File: config.mk
export PLATFORM = sky130hd
export DESIGN_NAME = button_click_long_press_detector
export DESIGN_NICKNAME = d
export VERILOG_FILES = /design/src/hw/rtl/bclp_pkg.sv /design/src/hw/rtl/button_click_long_press_detector.sv
export SDC_FILE = /design/constraint.sdc
export NUM_CORES = 1
export LEC_CHECK = 0
export ABC_AREA = 1
export BUFFER_PORTS_ARGS = -buffer_cell sky130_fd_sc_hd__buf_2
export CAP_MARGIN = 20
export CORE_ASPECT_RATIO = 2
export CORE_MARGIN = 2
export CORE_UTILIZATION = 45
export DETAILED_ROUTE_END_ITERATION = 7
export PLACE_DENSITY = 0.69
export SYNTH_ARGS = -nofsm -noshare
export SYNTH_HDL_FRONTEND = slang
export SYNTH_SLANG_ARGS = --single-unit
File: constraint.sdc
create_clock -name aclk -period 12.5 [get_ports aclk]
set_clock_uncertainty 0.15 [all_clocks]
set_input_delay 2.5 -clock aclk [delete_from_list [all_inputs] [get_ports aclk]]
set_output_delay 2.5 -clock aclk [all_outputs]
set_load 0.02 [all_outputs]
File: src/hw/rtl/bclp_pkg.sv
// ----------------------------------------------------------------------------
// bclp_pkg
// Shared types and constants for the button click / long-press detector.
// ----------------------------------------------------------------------------
package bclp_pkg;

    localparam int TIMER_WIDTH_DEF = 16;

    localparam int DEB_W  = 8;
    localparam int LONG_W = 16;
    localparam int CLK_W  = 8;
    localparam int CFG_DATA_W = 16;
    localparam int CFG_ADDR_W = 2;

    localparam logic [DEB_W-1:0]  DEBOUNCE_RST = DEB_W'(2);
    localparam logic [LONG_W-1:0] LONG_RST     = LONG_W'(100);
    localparam logic [CLK_W-1:0]  CLICK_RST    = CLK_W'(5);

    typedef enum logic [CFG_ADDR_W-1:0] {
        REG_DEBOUNCE = 2'd0,
        REG_LONG     = 2'd1,
        REG_CLICK    = 2'd2
    } cfg_reg_t;

    typedef enum logic [1:0] {
        PH_IDLE     = 2'd0,
        PH_PRESSED  = 2'd1,
        PH_RELEASED = 2'd2,
        PH_WAIT_REL = 2'd3
    } phase_t;

    typedef enum logic [1:0] {
        ACT_NONE     = 2'd0,
        ACT_SINGLE   = 2'd1,
        ACT_LONG     = 2'd2,
        ACT_LONG_REL = 2'd3
    } action_t;

endpackage

File: src/hw/rtl/button_click_long_press_detector.sv
// ----------------------------------------------------------------------------
// button_click_long_press_detector
// Debounces a polled active-low button and reports single click, long press
// and long release events, one result per poll tick.
// ----------------------------------------------------------------------------
//  channel   dir   width  content
//  s_axis    in    8      pin_level [0]
//  m_axis    out   8      action_code [1:0], phase [3:2]
//  cfg       in    16     debounce / long press / click timeout registers
//
//  One tick per cycle unless stalled: state update and result are computed
//  in one pass from the state registers and land in the output register.
//  aresetn is synchronous, active low; clears state, loads config defaults.
//  A stalled output holds; a new tick is still taken whenever the output
//  register is empty or being drained in the same cycle.
module button_click_long_press_detector #(
    parameter int TIMER_WIDTH = bclp_pkg::TIMER_WIDTH_DEF
) (
    input  logic                            aclk,
    input  logic                            aresetn,
    input  logic                            s_tvalid,
    output logic                            s_tready,
    input  logic [7:0]                      s_tdata,   // [0] pin_level
    output logic                            m_tvalid,
    input  logic                            m_tready,
    output logic [7:0]                      m_tdata,   // [1:0] action_code, [3:2] phase
    input  logic                            cfg_we,
    input  logic [bclp_pkg::CFG_ADDR_W-1:0] cfg_addr,
    input  logic [bclp_pkg::CFG_DATA_W-1:0] cfg_wdata
);

    localparam int TW = TIMER_WIDTH;
    localparam int CW = (TW > bclp_pkg::LONG_W) ? TW : bclp_pkg::LONG_W;

    logic [bclp_pkg::DEB_W-1:0]  debounce_reg;
    logic [bclp_pkg::LONG_W-1:0] long_press_reg;
    logic [bclp_pkg::CLK_W-1:0]  click_timeout_reg;

    bclp_pkg::phase_t phase_reg, phase_next;
    logic             last_pressed_reg, last_pressed_next;
    logic [TW-1:0]    stable_reg, stable_next;
    logic [TW-1:0]    held_reg, held_next;
    logic [TW-1:0]    since_reg, since_next;
    logic             pending_reg, pending_next;
    logic             long_fired_reg, long_fired_next;
    bclp_pkg::action_t action_next;

    logic             m_valid_reg;
    logic [1:0]       m_action_reg;
    logic [1:0]       m_phase_reg;
    logic             s_xfer;

    assign s_tready = !m_valid_reg || m_tready;
    assign s_xfer   = s_tvalid && s_tready;
    assign m_tvalid = m_valid_reg;
    assign m_tdata  = {4'b0000, m_phase_reg, m_action_reg};

    // Configuration registers; unknown index is dropped.
    always_ff @(posedge aclk) begin
        if (!aresetn) begin
            debounce_reg      <= bclp_pkg::DEBOUNCE_RST;
            long_press_reg    <= bclp_pkg::LONG_RST;
            click_timeout_reg <= bclp_pkg::CLICK_RST;
        end else if (cfg_we) begin
            case (cfg_addr)
                bclp_pkg::REG_DEBOUNCE: begin
                    debounce_reg <= cfg_wdata[bclp_pkg::DEB_W-1:0];
                end
                bclp_pkg::REG_LONG: begin
                    long_press_reg <= cfg_wdata[bclp_pkg::LONG_W-1:0];
                end
                bclp_pkg::REG_CLICK: begin
                    click_timeout_reg <= cfg_wdata[bclp_pkg::CLK_W-1:0];
                end
                default: begin
                end
            endcase
        end
    end

    always_comb begin
        logic pressed;
        logic stable_ok;
        pressed = !s_tdata[0];

        phase_next      = phase_reg;
        pending_next    = pending_reg;
        long_fired_next = long_fired_reg;
        action_next     = bclp_pkg::ACT_NONE;

        // advance the saturating timers
        held_next  = (held_reg == '1)  ? held_reg  : held_reg + 1'b1;
        since_next = (since_reg == '1) ? since_reg : since_reg + 1'b1;

        // a change of pressed sense restarts the stable count
        if (pressed != last_pressed_reg) begin
            stable_next = '0;
        end else begin
            stable_next = (stable_reg == '1) ? stable_reg : stable_reg + 1'b1;
        end
        last_pressed_next = pressed;

        stable_ok = CW'(stable_next) >= CW'(debounce_reg);

        if (stable_ok) begin
            if (phase_reg == bclp_pkg::PH_IDLE && pressed) begin
                held_next       = '0;
                long_fired_next = 1'b0;
                // second press inside the click window cancels silently
                if (pending_reg) begin
                    pending_next = 1'b0;
                end else begin
                    pending_next = 1'b1;
                    phase_next   = bclp_pkg::PH_PRESSED;
                end
            end else if (phase_reg == bclp_pkg::PH_PRESSED && !pressed) begin
                since_next = '0;
                phase_next = long_fired_reg ? bclp_pkg::PH_RELEASED : bclp_pkg::PH_IDLE;
            end else if (phase_reg == bclp_pkg::PH_WAIT_REL && !pressed) begin
                action_next     = bclp_pkg::ACT_LONG_REL;
                phase_next      = bclp_pkg::PH_IDLE;
                pending_next    = 1'b0;
                long_fired_next = 1'b0;
                held_next       = '0;
                since_next      = '0;
            end
        end

        if (phase_next == bclp_pkg::PH_PRESSED && !long_fired_next &&
            CW'(held_next) >= CW'(long_press_reg)) begin
            long_fired_next = 1'b1;
            pending_next    = 1'b0;
            action_next     = bclp_pkg::ACT_LONG;
            phase_next      = bclp_pkg::PH_WAIT_REL;
        end

        if (phase_next == bclp_pkg::PH_IDLE && pending_next &&
            CW'(since_next) >= CW'(click_timeout_reg)) begin
            action_next     = bclp_pkg::ACT_SINGLE;
            phase_next      = bclp_pkg::PH_IDLE;
            pending_next    = 1'b0;
            long_fired_next = 1'b0;
            held_next       = '0;
            since_next      = '0;
        end
    end

    always_ff @(posedge aclk) begin
        if (!aresetn) begin
            phase_reg        <= bclp_pkg::PH_IDLE;
            last_pressed_reg <= 1'b0;
            stable_reg       <= '0;
            held_reg         <= '0;
            since_reg        <= '0;
            pending_reg      <= 1'b0;
            long_fired_reg   <= 1'b0;
        end else if (s_xfer) begin
            phase_reg        <= phase_next;
            last_pressed_reg <= last_pressed_next;
            stable_reg       <= stable_next;
            held_reg         <= held_next;
            since_reg        <= since_next;
            pending_reg      <= pending_next;
            long_fired_reg   <= long_fired_next;
        end
    end

    // Output register: load on an input transfer, drop once taken.
    always_ff @(posedge aclk) begin
        if (!aresetn) begin
            m_valid_reg <= 1'b0;
        end else if (s_xfer) begin
            m_valid_reg <= 1'b1;
        end else if (m_tready) begin
            m_valid_reg <= 1'b0;
        end
    end

    always_ff @(posedge aclk) begin
        if (s_xfer) begin
            m_action_reg <= action_next;
            m_phase_reg  <= phase_next;
        end
    end

    a_no_released_phase: assert property (@(posedge aclk) disable iff (!aresetn)
        phase_reg != bclp_pkg::PH_RELEASED)
        else $error("detector entered released phase");

    a_long_means_wait: assert property (@(posedge aclk) disable iff (!aresetn)
        long_fired_reg |-> (phase_reg == bclp_pkg::PH_WAIT_REL && !pending_reg))
        else $error("long press flag outside waiting-release phase");

    a_long_out_phase: assert property (@(posedge aclk) disable iff (!aresetn)
        (m_valid_reg && m_action_reg == bclp_pkg::ACT_LONG)
            |-> m_phase_reg == bclp_pkg::PH_WAIT_REL)
        else $error("long press reported without waiting-release phase");

    a_end_out_idle: assert property (@(posedge aclk) disable iff (!aresetn)
        (m_valid_reg && (m_action_reg == bclp_pkg::ACT_SINGLE ||
                         m_action_reg == bclp_pkg::ACT_LONG_REL))
            |-> m_phase_reg == bclp_pkg::PH_IDLE)
        else $error("click or long release reported outside idle phase");

endmodule
### Word-level counts from Yosys, hierarchy flattened

Cells that the tools add are included.

* bits in registers: 90
* bits in latches: 0
* bits in writable memories: 0
* memory bits (read-only): 0
* input bits: 31
* output and inout bits: 10
* word-level logic and storage cells: 89
* memories: 0

* $add $sub $neg: 3
* multipliers: 0
* div/mod/pow operators: 0
* order comparisons: 3
* equal/unequal tests: 9
* shift operators: 0
* multiplexer cells: 42
* bitwise logic cells: 0
* reductions and logical operators: 19

Operators by type and width (number)
* 16-bit two-way mux: 14
* 16-bit by 1-bit adder with 16-bit output (second input constant): 3
* 16-bit == test (second input constant): 3
* 16-bit by 8-bit >= comparator with 1-bit output: 2
* 2-bit two-way mux: 13
* 16-bit >= comparator: 1
* 1-bit two-way mux: 15
* 1-bit logical AND: 8
* 2-bit by 1-bit == test with 1-bit output (second input constant): 3
* 2-bit zero test: 3
* 2-bit AND reduction: 3
* 2-bit == test (second input constant): 2
* 1-bit zero test: 3
* 2-bit nonzero test: 1
* 1-bit logical OR: 1
* 1-bit inequality test: 1

### Depth between registers and ports, before layout

Gate-level depths: netlist of run 1.

* depth after elaboration: 14
* mapped depth: 47
* mapped depth without buffers: 45

### Least setup slack after synthesis of run 1

No wires, ideal clock.

* kind: input port to flip-flop
* from: in s_tdata[0]
* to: reg m_action_reg[0] (data pin)
* setup time: 0.261 ns
* arrival: 5.863 ns
* data required time: 12.089 ns
* path slack: 6.226 ns
* stages on the path: 38
* path buffers: 3
* path through: xor2_1 > buf_4 > o21ai_0 > a21oi_1 > ha_1 > a21oi_1 > nand2_1 > nand2_1 > nand2_1 > nand2_1 > nand3_1 > nor2_4 > nand2_4 > nand2_4 > buf_2 > o21ai_0 > ha_1 > inv_1 > [... 2 more ...] > nand2_1 > nand2_1 > nand2_1 > nand2_1 > nand2_1 > nand2_1 > nand2_1 > nand2_1 > nand2_1 > nand2_1 > nand2_1 > nand2_1 > nand2_1 > nor2_1 > nand3_1 > nand3_4 > buf_12 > o21ai_0

* word-level cells in the longest chain between the ends: 12
* elaborated cells between the ends (all ways): 43
* classes of those cells: 3 x order compare; 2 x eq/ne; 28 x mux; 10 x reduce/logical

Ends and longest elaborated chain
* start, declared: line button_click_long_press_detector.sv:23 `input logic [7:0] s_tdata,`
* 1-bit zero test *: line button_click_long_press_detector.sv:84 `pressed = !s_tdata[0];`
* 1-bit inequality test *: line button_click_long_press_detector.sv:96 `if (pressed != last_pressed_reg) begin`
* 16-bit two-way mux *: line button_click_long_press_detector.sv:96
* via stable_next[3]: line button_click_long_press_detector.sv:41 `logic [TW-1:0] stable_reg, stable_next;`
* 16-bit by 8-bit >= comparator with 1-bit output *: line button_click_long_press_detector.sv:103 `stable_ok = CW'(stable_next) >= CW'(debounce_reg);`
* parallel branches: the longest is 8 deep, another holds 16-bit >= comparator
* end signal, assigned: line button_click_long_press_detector.sv:181 `m_action_reg <= action_next;`
* end, declared: line button_click_long_press_detector.sv:49 `logic [1:0] m_action_reg;`

Mark *: on every way through the listed nets, which the timed path passes.
A chain may end at the register's enable or synchronous reset.

### Worst setup path after layout of run 1

* from: in s_tdata[0]
* to: reg m_action_reg[0] (data pin)

* word-level cells in the longest chain between the ends: 12
* elaborated cells between the ends (all ways): 43
* classes of those cells: 3 x order compare; 2 x eq/ne; 28 x mux; 10 x reduce/logical

Ends and longest elaborated chain
* parallel branches: the longest is 12 deep, another holds 16-bit by 8-bit >= comparator with 1-bit output

Several ways; the timed one is not identified.

==> run summary, run 1 <==
The run finished with clean final reports. Cell internal power was estimated by the tool at 0.482 mW. The post-route fraction of the period consumed by the critical path is 58.2%. The met3 demand-to-capacity share in global routing came out at 3.22%. The count of endpoints failing hold in the final timing report came out at 0.

The number of buffers inserted during clock tree synthesis came out at 9. The worst-path cell with the longest stage delay is nand3_4. The maximum cell stage delay along the critical path came out at 490 ps.

The critical path arrival came out at 7300 ps. The category of the most critical setup path is input port to flip-flop. After synthesis, the mean cell area works out to 6.84 µm². Clock-pin slew was measured on the worst setup and hold paths at 80 ps. Row generation in the floorplan step produced 60 rows. The portion of total power attributed to the clock network came out at 38.5%. Summing all multi-input logic gate instances after layout gives 3640 µm². The fmax came out at 137 MHz.

The wire length of the first global-routing pass is 24800 µm. The clock latency at the later pin of the worst-skew pair came out at 360 ps. The kind of capture point of the worst setup path is a flip-flop. The tree built by TritonCTS fans out to 90 sinks. Total power for the finished layout comes to 0.704 mW. The maximum count of clock buffers along a single path came out at 2. The number of I/O port buffers is 29. The number of antenna violations at the first check in global routing is 0. Once the floorplan was initialized, standard cells occupied 45.8% of the core. At the pin with the least slew margin, the transition time is 913 ps. By area the synthesized netlist is led by dfxtp_1 (28%), nand2_1 (11%), inv_1 (7.2%), ha_1 (7.2%), nor2_1 (6.0%). The share of total power in combinational logic came out at 16.9%. The total leakage power is 2.85 nW. The combined flip-flop and latch cell area came out at 1840 µm². Summed over all instances, the cell type with the most area after synthesis is dfxtp_1. In this run the worst hold path is classified as flip-flop to flip-flop. The layout-stage area growth over the synthesis result came out at 7.62%.

The cell area after technology mapping is 6120 µm². The switching power as a share of total power is 31.5%. The post-synthesis async set-or-reset flop share is 0%.

The number of nets with antenna violations after routing came out at 0. The number of gates resized after CTS was 0. The detailed-route vias per instance came out at 5.20.

Synthesis instantiated 44 different standard cells from the library. The largest fanout on the critical path came out at 35. The total number of H-tree levels is 3. In this run the power density over the cells is 107 nW/µm².

TritonCTS built the clock tree. The horizontal die dimension came out at 86.5 µm. Cells with a size suffix above 1 make up 15.9% of the layout. The post-synthesis cell count came out at 896. After synthesis the netlist holds a flip-flop and latch count of 90. The number of global-route vias before repair is 5449. Counting stages on the worst path, the most repeated cell is nand2_1. The placeable core region came out at 13400 µm². The overall routed net length came out at 14300 µm. The reported max-cap violation count is 0.

The top cell type's share of synthesized area came out at 28.1%. In the synthesized netlist the dominant register cell turns out to be dfxtp_1. The post-route cell area is 6590 µm². The power share of the sequential group came out at 44.6%.

After detailed placement, the total cell area comes to 6300 µm². The global-route usage over all layers came out at 21.1%. The register area share after synthesis is 30.1%. In this run the most used layer during global routing was met2. The number of top-level design ports came out at 41.

The detailed placement HPWL is 10600 µm. The weighted congestion at the end of routability-driven global placement came out at 0.875. Counting tap cells, the placed design contains a total of 1051 instances. Measured on the finished design, the core utilization comes to 49.3%. The library cell used most frequently in the layout, excluding fill and tap cells, is nand2_1. IR analysis of the VDD net gives a maximum drop of 0.0000715 V. The net count reported at finish is 973. The largest net degree at the start of global routing is 80. The routed design could run at a clock period as short as 7270 ps.

The count of buffers added by post-CTS timing repair for setup came out at 0. The worst setup path is launched from an input port. The first detailed-routing pass took 5 iterations. The final worst-path setup slack is 5230 ps. The aggregate negative setup slack is 0 ps. The switching power is 0.222 mW. Counting flops with a built-in enable in the synthesized netlist gives 4. The count of hold-fix buffers inserted at cts is 0. The detailed-route DRC error count is 0.

In the layout the commonest cells are nand2_1 (181), inv_1 (116), nor2_1 (98). The detailed-route via count came out at 5552. The starting DRC count in detailed routing is 248. OpenSTA, run right after detailed placement, puts the worst setup slack at 4780 ps. The die covers 14600 µm².

Setup repair after global routing left no endpoint under its margin. For this run, global-route usage on met2 was measured as 39.9%. Global routing finished with a remaining overflow of 0.

The cell sitting at the root of the clock tree is a clkbuf_16. The routed wire length per instance came out at 13.4 µm. The fill cell instance count of the final layout came out at 1365.

The Yosys step of the flow raised 0 warnings. Setup violations remaining at the end of the flow were counted as 0. The repair_antennas step left the layout with diodes totalling 0.

The die is 169 µm tall. For met1 alone, demand over resource in global routing was 21.1%. The count of cells in the finished layout, fillers not included, comes to 1067. The final count of pins violating max slew came out at 0. Measured against its own limit, the worst slew margin works out to 39.1%. The required time at the worst-slack endpoint came out at 12530 ps. The smallest hold slack is 313 ps.
[layer usage]
| layer | vias up | part of all wire, % | routed length [µm] |
|---|---|---|---|
| li1 | 2895 | - | - |
| met3 | 39 | 2.0 | 287 |
| met4 | 0 | 5.4 | 772 |
| met5 | - | 0 | 0 |
| met2 | 80 | 55 | 7950 |
| met1 | 2538 | 37 | 5330 |
[cell families after synthesis]
logic type                 Yosys count  synth area share [%]
other                                1                0.0612
adders and majority gates           35                  7.15
and+or+nand+nor                    417                  31.5
xor gates and xnor gates            27                  3.86
DFF                                 90                  30.1
buffers and inverters              155                  10.6
AOI/OAI and AO/OA                  171                  16.7
[cells in the mapped netlist, types with 2 or more instances]
cell / count
or2_2: 2
nand3b_1: 5
nand3_2: 2
nand3_1: 33
nor3_1: 19
xor2_1: 20
buf_12: 3
dfxtp_1: 86
edfxtp_1: 4
a211oi_1: 2
nor2_1: 98
a21oi_1: 62
o211ai_1: 5
nand4_1: 14
nor2_4: 8
o21bai_1: 2
buf_2: 2
nand2_4: 4
clkinv_1: 2
ha_1: 35
nand2_1: 182
inv_1: 117
xnor2_1: 7
o21ai_0: 60
a21oi_2: 29
buf_4: 5
o21ai_2: 3
nor4_1: 2
clkbuf_1: 25
nand2_2: 42
nor2_2: 3
[final timing paths]
path                      start                  to  slack (ps)  cells after the start
max                  s_tdata[0]     m_action_reg[0]        5230                     33
min          long_press_reg[13]  long_press_reg[13]         310                      2
max reg2reg       stable_reg[0]     m_action_reg[0]        6680                     32
min reg2reg  long_press_reg[13]  long_press_reg[13]         310                      2
[cell type report]
| class | count | area share (%) |
|---|---|---|
| sequential | 90 | 27.9 |
| tap | 155 | 2.94 |
| multi-input combinational | 654 | 55.3 |
| clock inverter | 7 | 1.03 |
| clock buffer | 9 | 3.42 |
| inverter | 120 | 6.83 |
| timing repair buffer | 32 | 2.54 |
[power by group through the flow]
stage / sequential, mW / combinational, mW / clock (mW)
after floorplan: 0.319 / 0.0938 / 0
after global placement: 0.320 / 0.118 / 0
after detailed placement: 0.320 / 0.120 / 0
after CTS: 0.313 / 0.121 / 0.276
after global routing: 0.315 / 0.137 / 0.288
final: 0.314 / 0.119 / 0.271
[worst max-delay path: cells and delay by family]
kind,cells,cell delay [ps]
AND/OR/NAND/NOR,19,2340
AO/OA/AOI/OAI,6,1110
buffers and inverters,5,640
adder cells (fa/ha/maj),2,530
XOR/XNOR,1,150
No activity file was read; power rests on OpenSTA's default activity.
==> inputs of run 2 (changes only) <==
--- a/config.mk
+++ b/config.mk
@@ -12,7 +12,7 @@
 export CORE_MARGIN = 2
 export CORE_UTILIZATION = 45
 export DETAILED_ROUTE_END_ITERATION = 7
-export PLACE_DENSITY = 0.69
+export PLACE_DENSITY = 0.72
 export SYNTH_ARGS = -nofsm -noshare
 export SYNTH_HDL_FRONTEND = slang
 export SYNTH_SLANG_ARGS = --single-unit
==> constraint.sdc (replaced) <==
create_clock -name aclk -period 6.1 [get_ports aclk]
set_clock_uncertainty 0.15 [all_clocks]
set_input_delay 1.22 -clock aclk [delete_from_list [all_inputs] [get_ports aclk]]
set_output_delay 1.22 -clock aclk [all_outputs]
set_load 0.02 [all_outputs]
==> run summary, run 2 (synthesis results as in run 1) <==
The flow ran to the end, and the final reports show no timing, DRC or antenna violations. The length of routed met3 wiring is 257 µm (-10%). The placeable core region is 13400 µm² (unchanged).

The horizontal die dimension came to 86.5 µm (unchanged). The required time at the worst-slack endpoint is 6040 ps (-6490 ps). The peak ir drop on the vdd network is 0.000132 V (+84%). Routed signal wires occupy layers up through met4.

The worst reg-to-reg setup slack is 770 ps (-5910 ps). The worst-path cell with the longest stage delay is ha_1. The count of buffers added by post-CTS timing repair for setup came out at 0 (unchanged). The routed wire length per instance is 13.3 µm (-0.67%). The cell count of the worst reg-to-reg path is 33 (+3.1%). The number of I/O port buffers is 29 (unchanged). The length of routed met2 wiring came out at 8080 µm (+1.7%). The path class of the tightest hold or removal check is flip-flop to flip-flop.

The portion of total power attributed to the clock network is 41.2% (+2.7 points). The count of antenna diodes in the layout came out at 0 (unchanged). The power density normalized to cell area came out at 228 nW/µm² (+110%).

The count of endpoints failing hold in the final timing report came out at 0 (unchanged). The detailed-route via count is 5604 (+0.94%). The fmax is 184 MHz. The worst setup path is captured at a flip-flop. The switching power came to 0.441 mW (+99%). The sink count of the clock tree was 90 (unchanged). The largest fanout on the critical path is 12 (-66%).

The worst relative slew slack came to 39.2% (+0.13 points). The critical path arrival is 5380 ps (-1920 ps). The starting utilization of the core area is 45.8% (unchanged).

The smallest hold slack came to 310 ps (-3.52 ps). The depth of the worst hold-timing path is 2 (unchanged). The global-route usage over all layers is 20.6% (-0.58 points).

The count of TritonRoute iterations in the first routing pass came out at 5 (unchanged). The wire length of the first global-routing pass is 24100 µm (-2.8%). The number of antenna violations at the first check in global routing came to 0 (unchanged). The top cell types in the final layout, fill and taps aside, are nand2_1 (181), inv_1 (116), nor2_1 (98). The largest net degree at the start of global routing came to 79 (-1.3%). The layout-stage area growth over the synthesis result is 9.40%. The overall routed net length came out at 14300 µm (about the same). The transition time at the pin with the least slew margin came to 911 ps (-1.98 ps). Setup repair after global routing left no endpoint under its margin.

The detailed-route vias per instance is 5.22 (+0.28%). The count of hold-fix buffers inserted at cts came out at 0 (unchanged). The share of total power in combinational logic came out at 16.7% (-0.2 points).

The overall die height came out at 169 µm (unchanged). The total number of H-tree levels is 3 (unchanged). The met1 routed wirelength after detailed routing came to 5350 µm (+0.38%).

The worst register-to-register path begins at stable_reg[0]. In this run the critical register-to-register path is captured at m_action_reg[0]. The weighted congestion at the end of routability-driven global placement is 0.904 (+3.2%). The count of final setup violators came out at 0 (unchanged). The number of global-route vias before repair is 5430 (-0.35%).

The switching power as a share of total power is 29.0% (-2.5 points). Leaving out fill and tap cells, the most frequent cell in the layout is nand2_1. The total power after layout is 1.52 mW (+120%). The worst setup path is launched from an input port. The internal power came out at 1.08 mW (+120%). The category of the most critical setup path is input port to flip-flop. The number of top-level design ports came to 41 (unchanged).

The total leakage power is 2.91 nW (+2.0%). The detailed-route DRC error count came out at 0 (unchanged). The final count of pins violating max slew came out at 0 (unchanged). The most numerous cell type found on the critical path is nand2_1. The number of cell rows is 60 (unchanged). The die area came to 14600 µm² (unchanged). The minimum clock period came out at 5440 ps. The maximum count of clock buffers along a single path came out at 2 (unchanged). The detailed placement HPWL was 10600 µm (-0.48%).

The maximum cell stage delay along the critical path is 290 ps (-200 ps). The power share of the sequential group was 42.1% (-2.5 points). The number of nets with antenna violations after routing came out at 0 (unchanged). The number of buffers inserted during clock tree synthesis came out at 9 (unchanged).

The net count reported at finish is 980 (+0.72%). The path with the worst hold slack has its endpoint at long_press_reg[13]. The reported max-cap violation count came out at 0 (unchanged). The clock latency at the later pin of the worst-skew pair is 350 ps (about the same).

The aggregate negative setup slack is 0 ps (unchanged). The remaining global-route overflow is 0 (unchanged). The worst hold path startpoint is long_press_reg[13]. The CTS tree is built. The share of final-layout standard cells stronger than drive strength 1 came out at 16.5% (+0.64 points).

The post-route fraction of the period consumed by the critical path is 89.2%. The number of resized instances in the post-cts repair step came out at 0 (unchanged). The clock transition time at the flip-flop clock pins of the worst setup and hold paths came out at 70 ps (about the same). The cell sitting at the root of the clock tree is a clkbuf_16. The starting DRC count in detailed routing is 197 (-21%).
-- run 2: cell types whose count changed in the layout (fill, tap and decap cells not counted), sizes merged --
cell    before  now
buf         32   39
bufinv       0    2
inv        122  119
clkbuf       9   10
-- run 2: power by group through the flow --
stage / registers [mW] / clock network (mW) / logic [mW]
detailed placement: 0.655 / 0 / 0.254
global route: 0.645 / 0.658 / 0.288
finish: 0.642 / 0.628 / 0.254
global placement: 0.654 / 0 / 0.249
CTS: 0.642 / 0.640 / 0.256
floorplan: 0.653 / 0 / 0.192
-- run 2: metrics by stage --
| stage | instances | instance area [µm²] | setup WS (ps) | util [%] |
|---|---|---|---|---|
| 4_1_cts | 1074 | 6700 | 673 | 50.1 |
| 2_1_floorplan | 899 | 6140 | 1110 | - |
| 5_1_grt | 1074 | 6700 | 64.2 | 50.1 |
| 3_3_place_gp | 1058 | 6360 | 372 | 47.6 |
| 3_5_place_dp | 1058 | 6360 | 318 | 47.6 |
| 6_report | 1074 | 6700 | 659 | 50.1 |
-- run 2: routing by layer --
metal | vias up | global-route usage (%)
met1 | 2591 | 19.9
met5 | - | 0
li1 | 2907 | -
met2 | 68 | 39.7
met3 | 38 | 2.83
met4 | 0 | 11.7
-- run 2: worst max path at each step --
| stage | from | to | slack, ps | depth (start not counted) |
|---|---|---|---|---|
| global route | s_tdata[0] | m_action_reg[0] | 60 | 34 |
| detailed placement | s_tdata[0] | m_action_reg[0] | 320 | 34 |
| CTS | s_tdata[0] | m_action_reg[0] | 670 | 34 |
| global placement | s_tdata[0] | since_reg[14] | 370 | 35 |
| finish | s_tdata[0] | m_action_reg[0] | 660 | 34 |
| floorplan | s_tdata[0] | m_action_reg[0] | 1110 | 38 |
-- run 2: worst max-delay path, delay by kind of cell --
kind,cells,cell delay (ps)
and+or+nand+nor,19,1910
AOI/OAI and AO/OA,6,840
buffers and inverters,6,800
adders and majority gates,2,440
xor gates and xnor gates,1,150
-- run 2: cell type report --
type / count / area, µm²
inverters: 120 / 450
well taps: 155 / 194
multi-input cells: 654 / 3640
clock buffers: 10 / 239
repair buffers: 39 / 233
clock inverters: 6 / 97.6
fillers: 1361 / 6660
flip-flops and latches: 90 / 1840
==> inputs of run 3 (changes only) <==
--- a/config.mk
+++ b/config.mk
@@ -13,6 +13,7 @@
 export CORE_UTILIZATION = 45
 export DETAILED_ROUTE_END_ITERATION = 7
 export PLACE_DENSITY = 0.72
+export RECOVER_POWER = 50
 export SYNTH_ARGS = -nofsm -noshare
 export SYNTH_HDL_FRONTEND = slang
 export SYNTH_SLANG_ARGS = --single-unit
==> run summary, run 3 (synthesis results as in run 1) <==
TritonCTS built the clock tree. The total number of H-tree levels is 3 (unchanged). The final count of pins violating max slew was 87 (+87). The overall die height came out at 169 µm (unchanged). The detailed-route DRC error count is 0 (unchanged). The fill cell instance count of the final layout is 1369 (+0.59%). The net count reported at finish is 980 (unchanged).

The reported max-cap violation count is 2 (+2). The fmax is 182 MHz (-0.78%). The core occupancy in the finished layout was 50.0% (-0.11 points). The number of resized instances in the post-cts repair step is 0 (unchanged).

The kind of capture point of the worst setup path is a flip-flop. The starting utilization of the core area came to 45.8% (unchanged). The slowest stage of the critical path is the ha_1 cell. The sink count of the clock tree is 90 (unchanged). The count of placed standard cells including taps is 1058 (unchanged). In this run the worst hold path is classified as flip-flop to flip-flop. The remaining global-route overflow came out at 0 (unchanged). The total power after layout is 1.52 mW (about the same). The count of TritonRoute iterations in the first routing pass came out at 4 (-1).

The placeable core region is 13400 µm² (unchanged). The total leakage power came to 2.89 nW (-0.82%). The number of antenna violations at the first check in global routing is 0 (unchanged). The number of cell rows came out at 60 (unchanged).

The number of global-route vias before repair was 5430 (unchanged). The count of antenna diodes in the layout came out at 0 (unchanged). Setup repair after global routing left no endpoint under its margin. The worst setup path is launched from an input port. The final reports fail on capacitance limit, slew limit. The cell count of the worst reg-to-reg path is 34 (+3.0%). Among the stages of the critical path, the cell type that occurs most often is nand2_1. The required time at the worst-slack endpoint came out at 6060 ps (+20 ps). The flow ran to the end, but the final reports show violations.

The global-route usage over all layers came to 20.6% (unchanged). The worst relative slew slack is -65.0% (-100 points). The count of hold-fix buffers inserted at cts is 0 (unchanged). Tracing the worst setup path back leads to its startpoint at s_tdata[0]. The power density normalized to cell area came out at 228 nW/µm² (+0.16%). The worst register-to-register path begins at stable_reg[0]. The detailed-route via count came out at 5596 (-0.14%).

The maximum count of clock buffers along a single path is 2 (unchanged). The detailed-route vias per instance came out at 5.21 (-0.14%). The overall routed net length was 14300 µm (about the same). The aggregate negative setup slack is 0 ps (unchanged). The weighted congestion at the end of routability-driven global placement came out at 0.904 (unchanged). The layout-stage area growth over the synthesis result came out at 9.15%. The critical path arrival is 5450 ps (+70 ps).

The count of endpoints failing hold in the final timing report came out at 0 (unchanged). The largest fanout on the critical path came out at 25 (+13). The peak ir drop on the vdd network came out at 0.000131 V (-0.18%).

The starting DRC count in detailed routing is 200 (+1.5%). The count of buffers added by post-CTS timing repair for setup was 0 (unchanged). The clock transition time at the flip-flop clock pins of the worst setup and hold paths came to 70 ps (about the same). The share of final-layout standard cells stronger than drive strength 1 came to 15.6% (-0.98 points). The number of I/O port buffers came out at 29 (unchanged). The post-route fraction of the period consumed by the critical path came out at 89.9% (+0.70 points). The number of buffers inserted during clock tree synthesis is 9 (unchanged). The post-placement setup slack was 318 ps (unchanged). Leaving out fill and tap cells, the most frequent cells in the layout are nand2_1 (182), inv_1 (116), nor2_1 (98).

The clock tree root driver cell is clkbuf_16. The die area is 14600 µm² (unchanged). The number of nets with antenna violations after routing is 0 (unchanged). The transition time at the pin with the least slew margin is 2480 ps (+1560 ps). The detailed placement HPWL is 10600 µm (unchanged). The number of top-level design ports came out at 41 (unchanged). The maximum cell stage delay along the critical path came to 290 ps (about the same). The largest net degree at the start of global routing came to 79 (unchanged).

The count of placed standard cells in the final layout, fillers left out came out at 1074 (unchanged). The critical path ends at since_reg[2]. The count of final setup violators is 0 (unchanged).

The horizontal die dimension is 86.5 µm (unchanged). The clock latency at the later pin of the worst-skew pair was 350 ps (about the same). The minimum clock period came out at 5480 ps (+42.9 ps).

The final worst-path setup slack is 616 ps (-42.9 ps). The worst reg-to-reg setup slack came out at 730 ps (-40 ps). The critical path is of the input port to flip-flop type. The wire length of the first global-routing pass came out at 24100 µm (unchanged).

The routed wire length per instance came to 13.4 µm (about the same). Leaving out fill and tap cells, the most frequent cell in the layout is nand2_1. The end of the worst register-to-register path is since_reg[2].
==> run 3: how the worst min path moves through the flow <==
stage | from | to | slack (ps) | cells past startpoint
6_report | long_press_reg[13] | long_press_reg[13] | 310 | 2
5_1_grt | long_press_reg[7] | long_press_reg[7] | 330 | 2
2_1_floorplan | click_timeout_reg[5] | click_timeout_reg[5] | 290 | 2
3_5_place_dp | long_press_reg[14] | long_press_reg[14] | 300 | 2
4_1_cts | long_press_reg[7] | long_press_reg[7] | 310 | 2
3_3_place_gp | long_press_reg[3] | long_press_reg[3] | 300 | 2
==> run 3: worst max-delay path, delay by kind of cell <==
kind,cells,cell delay (ps)
AOI/OAI and AO/OA,6,790
buffers and inverters,6,770
and+or+nand+nor,20,1930
xor gates and xnor gates,1,150
adders and majority gates,2,530
==> run 3: final cells by class <==
class	count	area [µm²]	area share, %
Clock buffer	10	239	3.57
Clock inverter	6	97.6	1.46
Inverter	120	450	6.74
Multi-Input combinational cell	654	3640	54.5
Sequential cell	90	1840	27.6
Tap cell	155	194	2.90
Timing Repair Buffer	39	220	3.29
==> run 3: layer usage <==
| layer | up-vias | track usage, % | share of wire (%) |
|---|---|---|---|
| met1 | 2584 | 19.9 | 37 |
| met4 | 0 | 11.7 | 4.5 |
| li1 | 2908 | - | - |
| met3 | 38 | 2.83 | 1.8 |
| met2 | 66 | 39.7 | 56 |
| met5 | - | 0 | 0 |
==> run 3: report_power, final <==
group          total, mW  internal [mW]  switching, mW
clock network      0.628          0.376          0.252
registers          0.642          0.621         0.0215
logic              0.253         0.0856          0.168
total               1.52           1.08          0.441
==> run 3: metrics by stage <==
| step | hold WS [ps] | area [µm²] |
|---|---|---|
| after CTS | 314 | 6700 |
| after global placement | 297 | 6360 |
| final | 310 | 6690 |
| after detailed placement | 304 | 6360 |
| after floorplan | 285 | 6140 |
| after global routing | 328 | 6690 |
